### src/hdl/rational_arithmetic_unit_defines.svh
// Assertion helper macros for the rational arithmetic unit.
`ifndef RATIONAL_ARITHMETIC_UNIT_DEFINES_SVH
`define RATIONAL_ARITHMETIC_UNIT_DEFINES_SVH

// Implication checked at every clock edge outside reset.
`define RAU_ASSERT_IMP(label, clk, rst, ante, cons, msg) \
   label: assert property (@(posedge clk) disable iff (rst) (ante) |-> (cons)) \
      else $error(msg);

// Next-cycle implication checked outside reset.
`define RAU_ASSERT_NEXT(label, clk, rst, ante, cons, msg) \
   label: assert property (@(posedge clk) disable iff (rst) (ante) |=> (cons)) \
      else $error(msg);

`endif

### src/hdl/rau_pkg.sv
// -----------------------------------------------------------------------------
// rau_pkg
// Shared types and constants of the rational arithmetic unit.
// -----------------------------------------------------------------------------
`default_nettype none
package rau_pkg;
   localparam int DATA_WIDTH_DEFAULT = 32;
   localparam int WIDE = 64;

   localparam logic [1:0] CMD_ADD = 2'd0;
   localparam logic [1:0] CMD_SUB = 2'd1;
   localparam logic [1:0] CMD_MUL = 2'd2;
   localparam logic [1:0] CMD_DIV = 2'd3;

   localparam logic [1:0] ST_OK       = 2'd0;
   localparam logic [1:0] ST_INVALID  = 2'd1;
   localparam logic [1:0] ST_DIVZERO  = 2'd2;
   localparam logic [1:0] ST_OVERFLOW = 2'd3;

   // datapath operations
   localparam logic [3:0] OP_NONE    = 4'd0;
   localparam logic [3:0] OP_LOAD    = 4'd1;  // capture operands, form magnitudes
   localparam logic [3:0] OP_GCD_A   = 4'd2;  // start gcd on a
   localparam logic [3:0] OP_GCD_B   = 4'd3;  // start gcd on b
   localparam logic [3:0] OP_GCD_R   = 4'd4;  // start gcd on result
   localparam logic [3:0] OP_STEP    = 4'd5;  // one gcd / divide step
   localparam logic [3:0] OP_DIVN    = 4'd6;  // start num / g
   localparam logic [3:0] OP_DIVD    = 4'd7;  // start den / g
   localparam logic [3:0] OP_MUL1    = 4'd8;  // first cross products
   localparam logic [3:0] OP_MUL2    = 4'd9;  // combine into result
   localparam logic [3:0] OP_FINISH  = 4'd10; // form output

   localparam logic [1:0] TGT_A = 2'd0;
   localparam logic [1:0] TGT_B = 2'd1;
   localparam logic [1:0] TGT_R = 2'd2;

   typedef struct packed {
      logic [3:0] op;
      logic [1:0] target;
   } cmd_type;

   typedef struct packed {
      logic busy;       // iterative unit still running
      logic invalid;    // a zero raw denominator
      logic divzero;    // divide by zero-valued b
      logic zero_num;   // numerator or denominator of current target is zero
   } status_type;
endpackage
`default_nettype wire

### src/hdl/rau_control.sv
// -----------------------------------------------------------------------------
// rau_control
// Sequencer: load, reduce a, reduce b, multiply, combine, reduce result,
// format, then hold the result beat until taken.
// -----------------------------------------------------------------------------
`default_nettype none
module rau_control (
   input  wire                  clock,
   input  wire                  reset,
   input  wire                  req_fire,
   input  wire                  rsp_fire,
   output logic                 req_ready,
   output logic                 rsp_valid,
   output rau_pkg::cmd_type     cmd,
   input  wire rau_pkg::status_type stat
);
   import rau_pkg::*;
   localparam logic [3:0] S_IDLE = 4'd0, S_GCD = 4'd1, S_GWAIT = 4'd2, S_DIVN = 4'd3,
      S_NWAIT = 4'd4, S_DIVD = 4'd5, S_DWAIT = 4'd6, S_MUL1 = 4'd7, S_MUL2 = 4'd8,
      S_FIN = 4'd9, S_OUT = 4'd10, S_NEXT = 4'd11;

   logic [3:0] state_ff, state_in;
   logic [1:0] tgt_ff, tgt_in;

   always_comb begin
      state_in = state_ff; tgt_in = tgt_ff;
      cmd.op = OP_NONE; cmd.target = tgt_ff;
      req_ready = (state_ff == S_IDLE);
      rsp_valid = (state_ff == S_OUT);
      unique case (state_ff)
         S_IDLE: if (req_fire) begin
            cmd.op = OP_LOAD; tgt_in = TGT_A; state_in = S_GCD;
         end
         S_GCD: begin
            if (stat.invalid) state_in = S_FIN;
            else if (stat.zero_num) state_in = S_NEXT;
            else begin
               cmd.op = (tgt_ff == TGT_A) ? OP_GCD_A : (tgt_ff == TGT_B) ? OP_GCD_B : OP_GCD_R;
               state_in = S_GWAIT;
            end
         end
         S_GWAIT: begin cmd.op = OP_STEP; if (!stat.busy) state_in = S_DIVN; end
         S_DIVN:  begin cmd.op = OP_DIVN; state_in = S_NWAIT; end
         S_NWAIT: begin cmd.op = OP_STEP; if (!stat.busy) state_in = S_DIVD; end
         S_DIVD:  begin cmd.op = OP_DIVD; state_in = S_DWAIT; end
         S_DWAIT: begin cmd.op = OP_STEP; if (!stat.busy) state_in = S_NEXT; end
         S_NEXT: begin
            if (tgt_ff == TGT_A) begin tgt_in = TGT_B; state_in = S_GCD; end
            else if (tgt_ff == TGT_B) state_in = S_MUL1;
            else state_in = S_FIN;
         end
         S_MUL1: begin
            if (stat.divzero) state_in = S_FIN;
            else begin cmd.op = OP_MUL1; state_in = S_MUL2; end
         end
         S_MUL2: begin cmd.op = OP_MUL2; tgt_in = TGT_R; state_in = S_GCD; end
         S_FIN:  begin cmd.op = OP_FINISH; state_in = S_OUT; end
         S_OUT:  if (rsp_fire) state_in = S_IDLE;
         default: state_in = S_IDLE;
      endcase
   end

   always_ff @(posedge clock) begin
      if (reset) begin
         state_ff <= S_IDLE; tgt_ff <= TGT_A;
      end else begin
         state_ff <= state_in; tgt_ff <= tgt_in;
      end
   end
endmodule
`default_nettype wire

### config.mk
export PLATFORM = sky130hd
export DESIGN_NAME = rau_control
export DESIGN_NICKNAME = d
export VERILOG_FILES = /design/src/hdl/rational_arithmetic_unit_defines.svh /design/src/hdl/rau_pkg.sv /design/src/hdl/rau_control.sv
export SDC_FILE = /design/constraint.sdc
export NUM_CORES = 1
export LEC_CHECK = 0
export BUFFER_PORTS_ARGS = -buffer_cell sky130_fd_sc_hd__buf_2
export CAP_MARGIN = 30
export CORE_AREA = 3 3 45 47
export CTS_BUF_LIST = sky130_fd_sc_hd__clkbuf_4
export CTS_CLUSTER_SIZE = 14
export DETAILED_ROUTE_END_ITERATION = 6
export DIE_AREA = 0 0 48 50
export PLACE_DENSITY = 0.68
export SLEW_MARGIN = 5
export SYNTH_ARGS = -nofsm -noshare
export SYNTH_HDL_FRONTEND = slang
export SYNTH_SLANG_ARGS = --single-unit
### constraint.sdc
create_clock -name clock -period 1.33 [get_ports clock]
set_input_delay 0.1995 -clock clock [delete_from_list [all_inputs] [get_ports clock]]
set_output_delay 0.1995 -clock clock [all_outputs]
set_load 0.01 [all_outputs]
==> results.md <==
- EDFF count, synth: 0
- Period minus WS final: 1.64 ns
- TritonCTS clock tree: done
- Clk slew on worst S/H paths: 0.05 ns
- Max-slew violation count: 0
- Leakage: 0.000455 uW
- Post-Syn Nets: 83
- Antenna cells: 0
- Post-synthesis sequential area ratio: 20.5%
- Die Y: 50 um
- Die W: 48 um
- GRT overflow: 0
- Core Util, Final: 65.7%
- Row count: 15
- Vias in the first global route: 834
- VDD IR max: 0.555 mV
- Avg WL per Cell: 19.1 um
- Core Region: 1690 um2
- Seq cells post-synth: 6
- First-pass GRT wire length: 4.01 mm
- WP data arrival: 1.44 ns
- Drt pass-1 iters: 4
- Worst Setup End Kind: primary output
- DRT antenna net count: 0
- Placed cells: 123
- CTS max path bufs: 2
- Tcrit/Tclk final: 123%
- YS warnings: 0
- Fmax: 611 MHz
- Fill count: 140
- Met1 Use GR: 27.2%
- Hold_buf cts: 0
- Routing usage on met3: 2.55%
- Failing checks: negative setup slack
- Final WS setup: -0.306 ns
- Ports: 16
- Synth top area share: 20.5%
- Endpoints failing hold: 0
- Hold Crit Class: input port to flop
- Synth Flop Type: dfxtp_1
- CP peak stage delay: 0.35 ns
- GR peak layer: met2
- CP delay by family, top: compound AO/OA/AOI/OAI gates
- Synth async-reset ratio: 0%
- Placed inst area: 795 um2
- Tightest Pin Transition: 0.469 ns
- WP data required: 1.13 ns
- Via count: 834
- CP max FO: 6
- Worst skew pair latency: 0.26 ns
- Synthesized area: 587 um2
- Sinks on Clock Net: 6
- Total wire length: 2.61 mm
- Largest net degree at the start of global routing: 12
- Yosys top cell by area: dfxtp_1
- Area delta synth->final: 89.1%
- DP HPWL: 1.36 mm
- Design Area, Final: 1110 um2
- WP buf/inv: 2
- RePlAce Congestion: 0.875
- Initial DRC count: 24
- TritonCTS Buffers: 3
- DR vias/cell: 6.09
- Final #Nets: 130
- Syn Inst Count: 75
- Final setup viols: 10
- Power Density: 1010 nW/um2
- Max Cap Viol: 0
- CTS H-tree depth: 1
- Slowest-stage cell, CP: dfxtp_4
- Final Hold Slack: 0.182 ns
- CP Cell Sequence: buf_4, a41oi_1, o32ai_2, a21o_1, buf_2
- Largest cells by area after synthesis: dfxtp_1 20%, nor2_1 6.4%, buf_6 5.8%, a311oi_1 4.5%, a211oi_2 4.3%
- Overall power: 1120 uW
- DIE AREA: 2400 um2
- Initial Util: 34.7%
- Slew headroom: 68.7%
- RSZ-0062 raised after global routing: yes
- All-Layer GR Usage: 24.3%
- Crit path kind: flop to primary output
- Initial antenna violation count: 0
- Fin cells: 137
- Port bufs: 15
- Syn avg cell area: 7.82 um2
- DRC: 0
- Root Driver: clkbuf_4
- Layout cells sized above 1: 66.7%
- Synth cell types: 38
- Skew final: 0.00629 ns
- Met2 Use GR: 38.8%
- Status: finished, violations left
- Startpoint Class: flop
[final timing paths]
kind	cells after the start	to	slack [ns]	startpoint
worst min-delay path	2	state_ff[1]$_SDFFE_PP0P_	0.18	reset
worst max-delay path	5	cmd[2]	-0.31	state_ff[2]$_SDFFE_PP0P_
worst min register to register	1	tgt_ff[0]$_SDFFE_PP0P_	0.58	tgt_ff[0]$_SDFFE_PP0P_
worst max register to register	6	state_ff[3]$_SDFFE_PP0P_	-0.15	state_ff[0]$_SDFFE_PP0P_
[per-layer routing]
metal  share of wire, %  up-vias  wire (um)
met2                 52       47       1370
met4                5.5        0        144
met1                 38      390        986
li1                   -      381          -
met3                4.3       16        113
met5                  0        -          0
[registers in the layout (all words and copies together), names as in the netlist]
name / cells
state_ff: 4
tgt_ff: 2
[where the power goes]
group	internal [uW]	switching [uW]	total (uW)
logic	363	327	690
clock network	103	80.3	183
registers	205	37.9	243
[cells in the final DEF (no fill, tap or decap), types with 2 or more instances in the layout]
cell type  count
buf_2         15
nand2b_4       2
nor3_2         3
nor2_1         7
nand2b_1       2
o21ai_1        2
a311oi_2       2
inv_1          4
a21oi_1        2
buf_6         14
nor2_4         2
dfxtp_4        3
dfxtp_2        2
clkbuf_4       3
buf_4         18
nand2_1        4
o32ai_2        2
[repair_timing]
item                       in CTS  in global routing
resized for setup              39                 15
setup buffers                  12                  1
pin swaps                      13                  8
setup endpoints to repair      12                 12
[final cells by class]
| cell class | instances | area [um2] | share of cell area (%) |
|---|---|---|---|
| multi-input combinational | 58 | 528 | 47.6 |
| clock buffer | 3 | 22.5 | 2.03 |
| inverter | 5 | 21.3 | 1.92 |
| tap | 17 | 21.3 | 1.92 |
| sequential | 6 | 134 | 12.1 |
| timing repair buffer | 48 | 383 | 34.5 |
[worst register-to-register path, stage by stage, from the launching register on]
cell and delay [ns]:
dfxtp_4 0.38, buf_6 0.14, buf_6 0.13, inv_4 0.03, a2111oi_1 0.40, a21oi_1 0.10, a211oi_2 0.21
[cells by family after synthesis]
logic type      share of synthesized area, %
buf+inv                                 12.8
compound gates                          35.2
simple gates                            31.6
flops                                   20.5
[Yosys cell counts, types with 2 or more instances]
master / count
o21ai_0: 2
o32ai_1: 2
inv_1: 4
a211oi_2: 2
nand2_1: 4
nor4bb_1: 2
nand2b_1: 4
a21oi_1: 3
buf_4: 2
nor2_1: 10
nor2b_1: 2
a311oi_1: 3
dfxtp_1: 6
buf_6: 3
nor3_1: 3
[through the flow]
stage	setup slack (ns)	setup TNS, ns
finish	-0.306	-1.50
global route	-0.350	-2.07
CTS	-0.271	-1.74
detailed placement	-0.157	-1.07
global placement	-0.142	-0.521
floorplan	0.0526	0
Note: power is estimated with default switching activity, not from simulation.
